### src/rtl/gdo_pkg.sv
// Shared types, constants and calendar helpers for the Gregorian date offset block.
`default_nettype none
package gdo_pkg;

  localparam int unsigned OFFSET_BITS_DEF = 20;
  localparam int unsigned YEAR_W          = 14;
  localparam int unsigned MONTH_W         = 4;
  localparam int unsigned DAY_W           = 5;
  localparam int unsigned R400_W          = 9;   // year mod 400
  localparam int unsigned DOY_W           = 9;   // day of year, 0..365

  localparam logic [YEAR_W-1:0]  YEAR_MIN  = YEAR_W'(1);
  localparam logic [YEAR_W-1:0]  YEAR_MAX  = YEAR_W'(9999);
  localparam logic [MONTH_W-1:0] MONTH_JAN = MONTH_W'(1);
  localparam logic [MONTH_W-1:0] MONTH_FEB = MONTH_W'(2);
  localparam logic [MONTH_W-1:0] MONTH_DEC = MONTH_W'(12);
  localparam logic [DAY_W-1:0]   DAY_FIRST = DAY_W'(1);
  localparam logic [DAY_W-1:0]   DAY_LAST  = DAY_W'(31);

  // year / 400 as (year * DIV400_MUL) >> DIV400_SHIFT, exact for 14-bit years
  localparam int unsigned DIV400_MUL_W = 13;
  localparam logic [DIV400_MUL_W-1:0] DIV400_MUL = DIV400_MUL_W'(5243);
  localparam int unsigned DIV400_SHIFT = 21;
  localparam int unsigned PROD_W = YEAR_W + DIV400_MUL_W;

  localparam logic [R400_W-1:0] R400_LAST = R400_W'(399);
  localparam logic [DOY_W-1:0]  YEAR_DAYS = DOY_W'(365);
  localparam logic [DOY_W-1:0]  LEAP_DAYS = DOY_W'(366);

  typedef enum logic [2:0] {
    ST_IDLE,
    ST_MOD,
    ST_DOY,
    ST_YEAR,
    ST_MONTH,
    ST_DONE
  } state_t;

  typedef struct packed {
    logic load;
    logic calc_mod;
    logic calc_doy;
    logic year_step;
    logic set_oor;
    logic month_start;
    logic month_step;
    logic finish;
  } cmd_t;

  typedef struct packed {
    logic year_carry;
    logic year_edge;
    logic month_more;
    logic out_free;
  } sts_t;

  function automatic logic is_leap(input logic [1:0] ylow, input logic [R400_W-1:0] r400);
    is_leap = (ylow == 2'd0) && (r400 != R400_W'(100)) && (r400 != R400_W'(200)) &&
              (r400 != R400_W'(300));
  endfunction

  function automatic logic [DAY_W-1:0] month_len(input logic [MONTH_W-1:0] m,
                                                 input logic leap);
    case (m)
      4'd2:                      month_len = leap ? DAY_W'(29) : DAY_W'(28);
      4'd4, 4'd6, 4'd9, 4'd11:   month_len = DAY_W'(30);
      default:                   month_len = DAY_W'(31);
    endcase
  endfunction

  // days before the first of month m in a common year
  function automatic logic [DOY_W-1:0] days_before(input logic [MONTH_W-1:0] m);
    case (m)
      4'd2:    days_before = DOY_W'(31);
      4'd3:    days_before = DOY_W'(59);
      4'd4:    days_before = DOY_W'(90);
      4'd5:    days_before = DOY_W'(120);
      4'd6:    days_before = DOY_W'(151);
      4'd7:    days_before = DOY_W'(181);
      4'd8:    days_before = DOY_W'(212);
      4'd9:    days_before = DOY_W'(243);
      4'd10:   days_before = DOY_W'(273);
      4'd11:   days_before = DOY_W'(304);
      4'd12:   days_before = DOY_W'(334);
      default: days_before = DOY_W'(0);
    endcase
  endfunction

endpackage
`default_nettype wire

### src/rtl/gdo_req_if.sv
// Request channel: start date, day count and direction.
`default_nettype none
interface gdo_req_if import gdo_pkg::*; #(
  parameter int unsigned OFFSET_BITS = OFFSET_BITS_DEF
) ();
  logic                   valid;
  logic                   ready;
  logic                   mode;
  logic [YEAR_W-1:0]      start_year;
  logic [MONTH_W-1:0]     start_month;
  logic [DAY_W-1:0]       start_day;
  logic [OFFSET_BITS-1:0] offset_days;

  modport source (output valid, mode, start_year, start_month, start_day, offset_days,
                  input ready);
  modport sink (input valid, mode, start_year, start_month, start_day, offset_days,
                output ready);
endinterface
`default_nettype wire

### src/rtl/gdo_rsp_if.sv
// Response channel: resulting date and range flag.
`default_nettype none
interface gdo_rsp_if import gdo_pkg::*; ();
  logic               valid;
  logic               ready;
  logic [YEAR_W-1:0]  result_year;
  logic [MONTH_W-1:0] result_month;
  logic [DAY_W-1:0]   result_day;
  logic               out_of_range;

  modport source (output valid, result_year, result_month, result_day, out_of_range,
                  input ready);
  modport sink (input valid, result_year, result_month, result_day, out_of_range,
                output ready);
endinterface
`default_nettype wire

### src/rtl/gregorian_date_offset.sv
// Top level of the Gregorian date offset block: sequencer plus datapath.
//
//   channel  dir  contents
//   req      in   mode, start_year, start_month, start_day, offset_days
//   rsp      out  result_year, result_month, result_day, out_of_range
//
// One word at a time: after the accept, year mod 400 and then the day of year
// are computed, the year loop crosses whole years, one year per cycle (about
// 2900 at most for a 20-bit offset), then up to 11 month steps in the final year.
// Stepping stops at year 1 or 9999 when the result leaves that range.
// Synchronous reset clears the sequencer and the output valid.
// A result waits in the output register; req is taken again once it is loaded.
`default_nettype none
module gregorian_date_offset import gdo_pkg::*; #(
  parameter int unsigned OFFSET_BITS = OFFSET_BITS_DEF
) (
  input  logic      clk,
  input  logic      rst,
  gdo_req_if.sink   req,
  gdo_rsp_if.source rsp
);

  cmd_t cmd;
  sts_t sts;

  gdo_ctrl u_ctrl (
    .clk       (clk),
    .rst       (rst),
    .req_valid (req.valid),
    .req_ready (req.ready),
    .sts       (sts),
    .cmd       (cmd)
  );

  gdo_datapath #(
    .OFFSET_BITS (OFFSET_BITS)
  ) u_datapath (
    .clk          (clk),
    .rst          (rst),
    .cmd          (cmd),
    .sts          (sts),
    .mode         (req.mode),
    .start_year   (req.start_year),
    .start_month  (req.start_month),
    .start_day    (req.start_day),
    .offset_days  (req.offset_days),
    .rsp_valid    (rsp.valid),
    .rsp_ready    (rsp.ready),
    .result_year  (rsp.result_year),
    .result_month (rsp.result_month),
    .result_day   (rsp.result_day),
    .out_of_range (rsp.out_of_range)
  );

`ifndef SYNTHESIS
  a_busy_after_load: assert property (@(posedge clk) disable iff (rst)
    cmd.load |=> !req.ready)
    else $error("request taken while a word is in progress");

  a_one_step: assert property (@(posedge clk) disable iff (rst)
    $onehot0({cmd.load, cmd.year_step, cmd.month_step, cmd.finish, cmd.set_oor}))
    else $error("conflicting datapath commands");

  a_finish_valid: assert property (@(posedge clk) disable iff (rst)
    cmd.finish |=> rsp.valid)
    else $error("finished word not presented");

  a_oor_clamp: assert property (@(posedge clk) disable iff (rst)
    (rsp.valid && rsp.out_of_range) |->
      ((rsp.result_year == YEAR_MIN && rsp.result_month == MONTH_JAN &&
        rsp.result_day == DAY_FIRST) ||
       (rsp.result_year == YEAR_MAX && rsp.result_month == MONTH_DEC &&
        rsp.result_day == DAY_LAST)))
    else $error("out of range word not clamped");
`endif

endmodule
`default_nettype wire

### src/rtl/gdo_ctrl.sv
// Sequencer for the date offset: load, year steps, month steps, output.
`default_nettype none
module gdo_ctrl import gdo_pkg::*; (
  input  logic clk,
  input  logic rst,
  input  logic req_valid,
  output logic req_ready,
  input  sts_t sts,
  output cmd_t cmd
);

  state_t state, state_next;

  always_ff @(posedge clk) begin
    if (rst) begin
      state <= ST_IDLE;
    end else begin
      state <= state_next;
    end
  end

  always_comb begin
    state_next = state;
    case (state)
      ST_IDLE:  if (req_valid) state_next = ST_MOD;
      ST_MOD:   state_next = ST_DOY;
      ST_DOY:   state_next = ST_YEAR;
      ST_YEAR: begin
        if (!sts.year_carry) state_next = ST_MONTH;
        else if (sts.year_edge) state_next = ST_DONE;
      end
      ST_MONTH: if (!sts.month_more) state_next = ST_DONE;
      ST_DONE:  if (sts.out_free) state_next = ST_IDLE;
      default:  state_next = ST_IDLE;
    endcase
  end

  always_comb begin
    cmd       = '0;
    req_ready = 1'b0;
    case (state)
      ST_IDLE: begin
        req_ready = 1'b1;
        cmd.load  = req_valid;
      end
      ST_MOD:   cmd.calc_mod = 1'b1;
      ST_DOY:   cmd.calc_doy = 1'b1;
      ST_YEAR: begin
        if (!sts.year_carry) cmd.month_start = 1'b1;
        else if (sts.year_edge) cmd.set_oor = 1'b1;
        else cmd.year_step = 1'b1;
      end
      ST_MONTH: cmd.month_step = sts.month_more;
      ST_DONE:  cmd.finish = sts.out_free;
      default:  cmd = '0;
    endcase
  end

endmodule
`default_nettype wire

### src/rtl/gdo_datapath.sv
// Datapath: clamping, year-mod-400 tracking, day counter and output register.
`default_nettype none
module gdo_datapath import gdo_pkg::*; #(
  parameter int unsigned OFFSET_BITS = OFFSET_BITS_DEF
) (
  input  logic                   clk,
  input  logic                   rst,
  input  cmd_t                   cmd,
  output sts_t                   sts,
  input  logic                   mode,
  input  logic [YEAR_W-1:0]      start_year,
  input  logic [MONTH_W-1:0]     start_month,
  input  logic [DAY_W-1:0]       start_day,
  input  logic [OFFSET_BITS-1:0] offset_days,
  output logic                   rsp_valid,
  input  logic                   rsp_ready,
  output logic [YEAR_W-1:0]      result_year,
  output logic [MONTH_W-1:0]     result_month,
  output logic [DAY_W-1:0]       result_day,
  output logic                   out_of_range
);

  // signed day count relative to Jan 1 of the current year
  localparam int unsigned TW = OFFSET_BITS + 2;

  logic                   sub;
  logic [YEAR_W-1:0]      year;
  logic [MONTH_W-1:0]     month;
  logic [DAY_W-1:0]       day_in;
  logic [OFFSET_BITS-1:0] offset;
  logic [PROD_W-1:0]      prod;
  logic [R400_W-1:0]      r400;
  logic [TW-1:0]          t;
  logic                   oor;

  logic [YEAR_W-1:0]  year_cl, q400, year_dn, year_up;
  logic [MONTH_W-1:0] month_cl;
  logic [R400_W-1:0]  r400_dn, r400_up;
  logic               leap, leap_dn;
  logic [DOY_W-1:0]   ylen, ylen_dn, doy;
  logic [DAY_W-1:0]   mlen, day_cl;
  logic               out_free;

  always_comb begin
    if (start_year < YEAR_MIN) year_cl = YEAR_MIN;
    else if (start_year > YEAR_MAX) year_cl = YEAR_MAX;
    else year_cl = start_year;
    if (start_month < MONTH_JAN) month_cl = MONTH_JAN;
    else if (start_month > MONTH_DEC) month_cl = MONTH_DEC;
    else month_cl = start_month;
  end

  assign q400    = YEAR_W'(prod >> DIV400_SHIFT);
  assign year_dn = year - YEAR_W'(1);
  assign year_up = year + YEAR_W'(1);
  assign r400_dn = (r400 == '0) ? R400_LAST : r400 - R400_W'(1);
  assign r400_up = (r400 == R400_LAST) ? '0 : r400 + R400_W'(1);
  assign leap    = is_leap(year[1:0], r400);
  assign leap_dn = is_leap(year_dn[1:0], r400_dn);
  assign ylen    = leap ? LEAP_DAYS : YEAR_DAYS;
  assign ylen_dn = leap_dn ? LEAP_DAYS : YEAR_DAYS;
  assign mlen    = month_len(month, leap);

  always_comb begin
    if (day_in == '0) day_cl = DAY_FIRST;
    else if (day_in > mlen) day_cl = mlen;
    else day_cl = day_in;
    doy = days_before(month) + DOY_W'(day_cl) - DOY_W'(1);
    if (leap && (month > MONTH_FEB)) doy = doy + DOY_W'(1);
  end

  assign out_free = !rsp_valid || rsp_ready;

  always_comb begin
    if (sub) begin
      sts.year_carry = t[TW-1];
      sts.year_edge  = (year == YEAR_MIN);
    end else begin
      sts.year_carry = (t >= TW'(ylen));
      sts.year_edge  = (year == YEAR_MAX);
    end
    sts.month_more = (month != MONTH_DEC) && (t >= TW'(mlen));
    sts.out_free   = out_free;
  end

  always_ff @(posedge clk) begin
    if (cmd.load) begin
      sub    <= mode;
      year   <= year_cl;
      month  <= month_cl;
      day_in <= start_day;
      offset <= offset_days;
      prod   <= PROD_W'(year_cl) * PROD_W'(DIV400_MUL);
      oor    <= 1'b0;
    end
    if (cmd.calc_mod) begin
      r400 <= R400_W'(year - q400 * YEAR_W'(400));
    end
    if (cmd.calc_doy) begin
      t <= sub ? TW'(doy) - TW'(offset) : TW'(doy) + TW'(offset);
    end
    if (cmd.year_step) begin
      if (sub) begin
        year <= year_dn;
        r400 <= r400_dn;
        t    <= t + TW'(ylen_dn);
      end else begin
        year <= year_up;
        r400 <= r400_up;
        t    <= t - TW'(ylen);
      end
    end
    if (cmd.set_oor) begin
      oor <= 1'b1;
    end
    if (cmd.month_start) begin
      month <= MONTH_JAN;
    end
    if (cmd.month_step) begin
      month <= month + MONTH_W'(1);
      t     <= t - TW'(mlen);
    end
  end

  // output word register
  always_ff @(posedge clk) begin
    if (rst) begin
      rsp_valid <= 1'b0;
    end else if (cmd.finish) begin
      rsp_valid <= 1'b1;
    end else if (rsp_ready) begin
      rsp_valid <= 1'b0;
    end
  end

  always_ff @(posedge clk) begin
    if (cmd.finish) begin
      out_of_range <= oor;
      if (oor && sub) begin
        result_year  <= YEAR_MIN;
        result_month <= MONTH_JAN;
        result_day   <= DAY_FIRST;
      end else if (oor) begin
        result_year  <= YEAR_MAX;
        result_month <= MONTH_DEC;
        result_day   <= DAY_LAST;
      end else begin
        result_year  <= year;
        result_month <= month;
        result_day   <= DAY_W'(t) + DAY_W'(1);
      end
    end
  end

endmodule
`default_nettype wire

### src/flat_wrapper.sv
// flat-port wrapper written by rule: the top's interface ports become plain ports
module gregorian_date_offset_flat import gdo_pkg::*;
#(
  parameter int unsigned OFFSET_BITS = OFFSET_BITS_DEF
)
  (clk, rst, req_valid, req_mode, req_start_year, req_start_month, req_start_day, req_offset_days, req_ready, rsp_valid, rsp_result_year, rsp_result_month, rsp_result_day, rsp_out_of_range, rsp_ready);
  gdo_req_if #(.OFFSET_BITS(OFFSET_BITS)) req_i ();
  gdo_rsp_if rsp_i ();
  input  logic clk;
  input  logic rst;
  input wire logic [$bits(req_i.valid)-1:0] req_valid;
  input wire logic [$bits(req_i.mode)-1:0] req_mode;
  input wire logic [$bits(req_i.start_year)-1:0] req_start_year;
  input wire logic [$bits(req_i.start_month)-1:0] req_start_month;
  input wire logic [$bits(req_i.start_day)-1:0] req_start_day;
  input wire logic [$bits(req_i.offset_days)-1:0] req_offset_days;
  output wire logic [$bits(req_i.ready)-1:0] req_ready;
  output wire logic [$bits(rsp_i.valid)-1:0] rsp_valid;
  output wire logic [$bits(rsp_i.result_year)-1:0] rsp_result_year;
  output wire logic [$bits(rsp_i.result_month)-1:0] rsp_result_month;
  output wire logic [$bits(rsp_i.result_day)-1:0] rsp_result_day;
  output wire logic [$bits(rsp_i.out_of_range)-1:0] rsp_out_of_range;
  input wire logic [$bits(rsp_i.ready)-1:0] rsp_ready;
  assign req_i.valid = req_valid;
  assign req_i.mode = req_mode;
  assign req_i.start_year = req_start_year;
  assign req_i.start_month = req_start_month;
  assign req_i.start_day = req_start_day;
  assign req_i.offset_days = req_offset_days;
  assign req_ready = req_i.ready;
  assign rsp_valid = rsp_i.valid;
  assign rsp_result_year = rsp_i.result_year;
  assign rsp_result_month = rsp_i.result_month;
  assign rsp_result_day = rsp_i.result_day;
  assign rsp_out_of_range = rsp_i.out_of_range;
  assign rsp_i.ready = rsp_ready;
  gregorian_date_offset #(.OFFSET_BITS(OFFSET_BITS)) u_core (.clk(clk), .rst(rst), .req(req_i), .rsp(rsp_i));
endmodule
### config.mk
export PLATFORM = sky130hd
export DESIGN_NAME = gregorian_date_offset_flat
export DESIGN_NICKNAME = d
export VERILOG_FILES = /design/src/rtl/gdo_pkg.sv /design/src/rtl/gdo_req_if.sv /design/src/rtl/gdo_rsp_if.sv /design/src/rtl/gregorian_date_offset.sv /design/src/rtl/gdo_ctrl.sv /design/src/rtl/gdo_datapath.sv /design/src/flat_wrapper.sv
export SDC_FILE = /design/constraint.sdc
export NUM_CORES = 1
export LEC_CHECK = 0
export BUFFER_PORTS_ARGS = -buffer_cell sky130_fd_sc_hd__buf_2
export CORE_MARGIN = 1
export CORE_UTILIZATION = 40
export DETAILED_ROUTE_END_ITERATION = 10
export PLACE_DENSITY = 0.66
export RECOVER_POWER = 50
export SETUP_SLACK_MARGIN = 0.15
export SLEW_MARGIN = 30
export SYNTH_ARGS = -nofsm -noshare
export SYNTH_HDL_FRONTEND = slang
export SYNTH_SLANG_ARGS = --single-unit
export TNS_END_PERCENT = 10
### constraint.sdc
create_clock -name clk -period 8.2 [get_ports clk]
set_clock_uncertainty 0.2 [all_clocks]
set_input_delay 0.82 -clock clk [delete_from_list [all_inputs] [get_ports clk]]
set_output_delay 0.82 -clock clk [all_outputs]
set_load 0.03 [all_outputs]
After elaboration in Yosys (flattened, before gate mapping). Memory sizes are Yosys's and may differ from the RTL's. A register that Yosys moved wholly into a read port is not among the register bits. Index checks and enable logic that the tools add are counted.

Register bits: 131. Memory bits (read-only): 144. Bits of input ports: 48. Output and inout port bits: 26. Word-level logic and storage cells: 143. Memories kept: 1.

Memory list: (name not given) (depth 16, width 9, rd ports 1, clocked after Yosys merged registers in 1, wr ports 0, RTL line gdo_pkg.sv:73) `case (m)`.

Add/subtract/negate cells: 15. Multiply operators: 2. Magnitude comparators: 8. Equal/unequal tests: 24. Multiplexer cells: 51. Reduce and logical (&&, ||, !) cells: 24.

Operators by type and width (number): 2-to-1 mux 22 bit (5); 2-to-1 mux 14 bit (6); 2-to-1 mux 9 bit (6); 2-to-1 mux 4 bit (7); multiplier 14 x 13 -> 27 bit, second input constant (1); adder 22 x 9 -> 22 bit (1); greater-or-equal comparator 22 x 5 -> 1 bit (1); greater-or-equal comparator 22 x 9 -> 1 bit (1); subtractor 22 x 5 -> 22 bit (1); subtractor 22 x 9 -> 22 bit (1); adder 9 x 20 -> 21 bit (1); subtractor 9 x 20 -> 21 bit (1); adder 9 x 1 -> 9 bit, second input constant (2); 2-to-1 mux 3 bit (6); != test 9 x 7 -> 1 bit, second input constant (2); != test 9 x 8 -> 1 bit, second input constant (2); != test 9 bit, second input constant (2); case mux 3 bit (6 select lines) (1); subtractor 9 x 1 -> 9 bit, second input constant (2); 2-to-1 mux 5 bit (3); adder 14 x 1 -> 14 bit, second input constant (1); equality test 14 x 1 -> 1 bit, second input constant (1); equality test 14 bit, second input constant (1); > comparator 14 bit, second input constant (1); 36 further kinds (68).

Logic depth before layout (Yosys ltp).
Depth in word-level cells: 18. Mapped depth: 32. Mapped depth without buffers: 31.

Cells and area by module. A second synthesis with hierarchy kept.

Cell total of the unflattened synthesis: 1407. Area total of the unflattened synthesis: 12792.3 sq um.

By module, submodules not included: gdo_datapath (times used 1, cells an instance 1372, area each 12499.5 sq um, seq. area each 3343.2 sq um); gdo_ctrl (times used 1, cells an instance 35, area each 292.8 sq um, seq. area each 60.1 sq um).

Worst setup path before layout. OpenSTA, ideal clock, no wires.

Kind: reg2reg. Start point: register u_core.u_datapath.r400[3]. End point: register u_core.u_datapath.t[11] (data pin). Library setup time: 270 ps. Arrival time: 6455 ps. Required time: 7730 ps. Setup slack: 1274 ps. Cell stages (with the launch flop): 30. Buffers on the path: 1. Period minus slack after synthesis: 6926 ps. Path through: edfxtp_1 clkbuf_1 inv_1 nor4_1 o2111ai_1 nand2_1 a21oi_1 a21boi_0 inv_1 ha_1 a2111oi_0 o21ai_0 o21a_1 ha_1 inv_1 ha_1 fa_1 a21o_1 a21oi_1 xnor2_1 nand2_1 nor3_1 xor2_1 ha_1 or3_1 a211o_1 a311oi_1 o21a_1 o32ai_1 or3b_2.

Cells in the longest elaborated chain, start to end: 18. Elaborated cells between the ends (all ways): 44. Those cells by class: add/sub: 9; order compare: 3; eq/ne: 6; mux: 17; reduce/logical: 9.

RTL lines: start: declaration (RTL line gdo_datapath.sv:32) `logic [R400_W-1:0] r400;`; start signal: assignment (RTL line gdo_datapath.sv:97) `r400 <= R400_W'(year - q400 * YEAR_W'(400));`; start signal: assignment (RTL line gdo_datapath.sv:105) `r400 <= r400_dn;`; start signal: assignment (RTL line gdo_datapath.sv:109) `r400 <= r400_up;`; != test 9 x 7 -> 1 bit (RTL line gdo_pkg.sv:58) `is_leap = (ylow == 2'd0) && (r400 != R400_W'(100)) && (r400 != R400_W'(200)) &&`; logical AND 1 bit (3 in series) (RTL line gdo_pkg.sv:58); 2-to-1 mux 1 bit (RTL line gdo_pkg.sv:65) `4'd2: month_len = leap ? DAY_W'(29) : DAY_W'(28);`; case mux 2 bit (2 select lines) (RTL line gdo_pkg.sv:64) `case (m)`; > comparator 5 bit (RTL line gdo_datapath.sv:66) `else if (day_in > mlen) day_cl = mlen;`; 2-to-1 mux 5 bit (RTL line gdo_datapath.sv:66); 2-to-1 mux 5 bit (RTL line gdo_datapath.sv:65) `if (day_in == '0) day_cl = DAY_FIRST;`; adder 9 x 5 -> 9 bit (RTL line gdo_datapath.sv:68) `doy = days_before(month) + DOY_W'(day_cl) - DOY_W'(1);`; subtractor 9 x 1 -> 9 bit (RTL line gdo_datapath.sv:68); adder 9 x 1 -> 9 bit (RTL line gdo_datapath.sv:69) `if (leap && (month > MONTH_FEB)) doy = doy + DOY_W'(1);`; 2-to-1 mux 9 bit (RTL line gdo_datapath.sv:69); adder 9 x 20 -> 21 bit / subtractor 9 x 20 -> 21 bit (equally long branches) (RTL line gdo_datapath.sv:100) `t <= sub ? TW'(doy) - TW'(offset) : TW'(doy) + TW'(offset);`; 2-to-1 mux 22 bit (RTL line gdo_datapath.sv:100); 2-to-1 mux 22 bit (RTL line gdo_datapath.sv:99) `if (cmd.calc_doy) begin`; 2-to-1 mux 22 bit (RTL line gdo_datapath.sv:102) `if (cmd.year_step) begin`; 2-to-1 mux 22 bit (*) (RTL line gdo_datapath.sv:119) `if (cmd.month_step) begin`; end signal: assignment (RTL line gdo_datapath.sv:100); end signal: assignment (RTL line gdo_datapath.sv:106) `t <= t + TW'(ylen_dn);`; end signal: assignment (RTL line gdo_datapath.sv:121) `t <= t - TW'(mlen);`; end: declaration (RTL line gdo_datapath.sv:33) `logic [TW-1:0] t;`.

Mark *: on every way between the ends. The rest lies on a longest branch, timed or not. The select of a mux whose other input is x is not followed. A chain may end at the register's enable or synchronous reset.

Worst setup path after layout.
Start point: register u_core.u_datapath.r400[2]. End point: register u_core.u_datapath.t[18] (data pin).

Same word-level chain as after synthesis.

==> qor.txt <==
share of cells above drive strength 1 -> 0.0885
max-slew violations -> 33
Sequential Power Share -> 0.213
Slew headroom -> -0.269
htree depth -> 4
Yosys top cell by area -> edfxtp_1
Net count, final -> 1733
EDFF count, synth -> 104
routed len/inst -> 17.0 um
post-synth top area share -> 0.245
M1 WL -> 14400 um
#FFs+latches synth -> 118
Logic pwr share -> 0.665
# IOs -> 74
HPWL after DPL -> 24100 um
Switching Share -> 0.489
max cap viols -> 1
clk root buf -> clkbuf_16
drt first pass iters -> 5
Antenna Cells -> 0
met2 WL -> 15300 um
final wirelength -> 31800 um
Fin. Hold Viols -> 0
multi-input logic area -> 8350 sq um
sum of buffers and inverters on the critical path -> 3
top_reg_cell synth -> edfxtp_1
asr flop ratio synth -> 0
crit path kind -> reg2reg
Tightest Pin Transition -> 1.90 ns
unrepaired setup endpoints after global routing -> no
Setup crit end kind -> flop
Static Leakage -> 6.06 nW
syn avg cell area -> 9.09 sq um
Hold Path Class -> reg2reg
syn_nets -> 1679
Initial Util -> 0.405
FF+latch area -> 3400 sq um
final non-filler cell total -> 1871
top cells by area, synth -> edfxtp_1, ha_1, fa_1, inv_1, xnor2_1
internal power -> 0.00320 W
delay-heaviest family, CP -> compound AO/OA/AOI/OAI gates
CP Data Required Time -> 8.16 ns
CTS tree -> done
Num CTS Buffers -> 17
Syn Inst Count -> 1403
Cell Area, Synth -> 12800 sq um
fillers -> 3055
Sw Pwr -> 0.00306 W
Peak VDD IR -> 220 uV
failing checks -> capacitance limit, slew limit
Crit-path slowest cell -> edfxtp_1
Yosys cell types -> 90
die height -> 181 um
final setup fails -> 0
drc violations -> 0
met3 routed WL -> 1690 um
largest net degree at the start of global routing -> 35
vias in the first global route -> 10300
PnR Total Power -> 0.00627 W
Cell Pwr Density -> 445 nW/um^2
Site Rows -> 65
synth cell count leaders -> inv_1, ha_1, edfxtp_1, nor2_1, nand2_1
Vias per Instance -> 5.64
critical path peak fanout -> 9
Synthesis Warnings -> 0
Startpoint Class -> flop
placed cells -> 1830
Final TNS setup -> 0 ns
most used cell, CP -> ha_1
top-count cell post-synth -> inv_1
vias -> 10500
die width -> 181 um
uppermost routed layer -> met4
Post-DRT Antenna Nets -> 0
Max clock buf depth -> 2
CTS sink cnt -> 118
sequential fraction of the synthesis area -> 0.267
Congestion Overflow GR -> 0
GPL Wtd Cong -> 0.872
Arr. time, crit path -> 7.48 ns
Core ar. -> 31500 sq um
status -> complete, but fails checks
Clock transition at path regs -> 0.07 ns
worst-skew pair later-pin latency -> 0.43 ns
Die ar. -> 32600 sq um
synth-to-layout area growth -> 10.4%
initial antenna violation count -> 0
count of input and output buffers -> 73
first-pass GRT wire length -> 52600 um
Max Clock Freq -> 133 MHz
GR Util All Layers -> 0.198
min cycle time layout -> 7.52 ns
CP max stage delay -> 0.55 ns
# hold bufs at CTS -> 0
first-iteration detailed-routing DRC count -> 872
clock share of power -> 0.122
final period utilization -> 0.917
-- what timing repair did --
item                                    in CTS  in global routing
endpoints found under the setup margin       0                 13
setup buffers                                0                 10
resized for setup                            0                  8
-- kinds of logic (layout without fill, tap and decap cells) --
group | Yosys count | in the layout | share of synthesized area
adders and majority gates | 228 | 228 | 0.264
DFF | 118 | 118 | 0.267
AOI/OAI and AO/OA | 332 | 332 | 0.178
xor gates and xnor gates | 74 | 74 | 0.0519
and+or+nand+nor | 379 | 379 | 0.151
buffers and inverters | 263 | 329 | 0.0811
muxes | 9 | 9 | 0.00716
-- sequential cells by signal, indices dropped and copies added, names as in the netlist, named ones only --
register and flops:
u_core.u_datapath.result_month 4, u_core.u_datapath.year 14, u_core.u_datapath.offset 20, u_core.u_datapath.result_year 14, u_core.u_datapath.rsp_valid 1, u_core.u_datapath.month 4
u_core.u_datapath.t 22, u_core.u_datapath.sub 1, u_core.u_ctrl.state 3, u_core.u_datapath.out_of_range 1, u_core.u_datapath.r400 9, u_core.u_datapath.prod 5
u_core.u_datapath.oor 1, u_core.u_datapath.day_in 5, u_core.u_datapath.result_day 5
-- through the flow --
| step | util | worst slack [ns] | instance area [sq um] | hold slack (ns) |
|---|---|---|---|---|
| after floorplan | - | 1.27 | 12800 | 0.339 |
| after global placement | 0.427 | 0.726 | 13400 | 0.269 |
| after detailed placement | 0.427 | 0.453 | 13500 | 0.273 |
| after CTS | 0.446 | 0.342 | 14000 | 0.281 |
| after global routing | 0.448 | 0.107 | 14100 | 0.312 |
| final | 0.448 | 0.680 | 14100 | 0.281 |
-- final timing paths --
path                                            startpoint                                  endpoint  slack (ns)  cells after the start
setup / recovery       u_core.u_datapath.r400[2]$_DFFE_PP_         u_core.u_datapath.t[18]$_DFFE_PP_        0.68                     30
hold / removal    u_core.u_datapath.rsp_valid$_SDFFE_PP0P_  u_core.u_datapath.rsp_valid$_SDFFE_PP0P_        0.28                      2
setup reg to reg       u_core.u_datapath.r400[2]$_DFFE_PP_         u_core.u_datapath.t[18]$_DFFE_PP_        0.68                     30
hold reg to reg   u_core.u_datapath.rsp_valid$_SDFFE_PP0P_  u_core.u_datapath.rsp_valid$_SDFFE_PP0P_        0.28                      2
-- worst reg2reg max path, delay by kind of cell (launching register included) --
| kind | cells | cell delay [ns] |
|---|---|---|
| buffers and inverters | 3 | 0.24 |
| XOR/XNOR | 3 | 0.79 |
| adder cells (fa/ha/maj) | 5 | 1.52 |
| flip-flops | 1 | 0.55 |
| AND/OR/NAND/NOR | 8 | 1.56 |
| AO/OA/AOI/OAI | 11 | 2.35 |
-- final cells by class --
class,instances,share of cell area
sequential,118,0.242
clock buffer,17,0.0302
tap,402,0.0357
inverter,202,0.0538
clock inverter,14,0.0110
timing repair buffer,96,0.0347
multi-input combinational,1022,0.593
-- routing by layer --
layer / track usage / vias to the layer above
met2: 0.338 / 324
met3: 0.0257 / 28
met5: 0 / -
li1: - / 5082
met4: 0.0496 / 0
met1: 0.264 / 5112
-- cell usage in the layout, fill, tap and decap left out, types with 5 or more instances in the layout --
master,n
mux2i_1,8
and2_1,8
o221a_2,6
o21bai_1,9
o22ai_1,16
inv_1,202
nand3b_1,9
buf_2,46
buf_4,19
o21a_1,10
o21ai_0,72
ha_1,159
dfxtp_1,14
o31ai_1,7
a221oi_1,11
o211ai_1,8
clkbuf_16,17
a211oi_1,9
a311oi_1,5
a22oi_1,5
clkinv_4,5
fa_1,69
xnor2_1,49
nor4_1,16
and3_1,17
a21o_1,8
nor2_1,94
edfxtp_1,104
or4_1,7
nand3_1,31
xor2_1,24
a21oi_1,77
nand2b_1,13
a31oi_1,14
nor3_1,30
or3_1,14
clkbuf_1,31
nor2b_1,17
nand2_1,92
-- power by group through the flow --
stage / clock (W) / sequential [W] / combinational [W]
final: 0.000762 / 0.00134 / 0.00417
after floorplan: 0 / 0.00117 / 0.00324
after global placement: 0 / 0.00134 / 0.00397
after global routing: 0.000796 / 0.00137 / 0.00469
after detailed placement: 0 / 0.00134 / 0.00406
after CTS: 0.000772 / 0.00133 / 0.00411
Power figures use the tool's default switching activity.
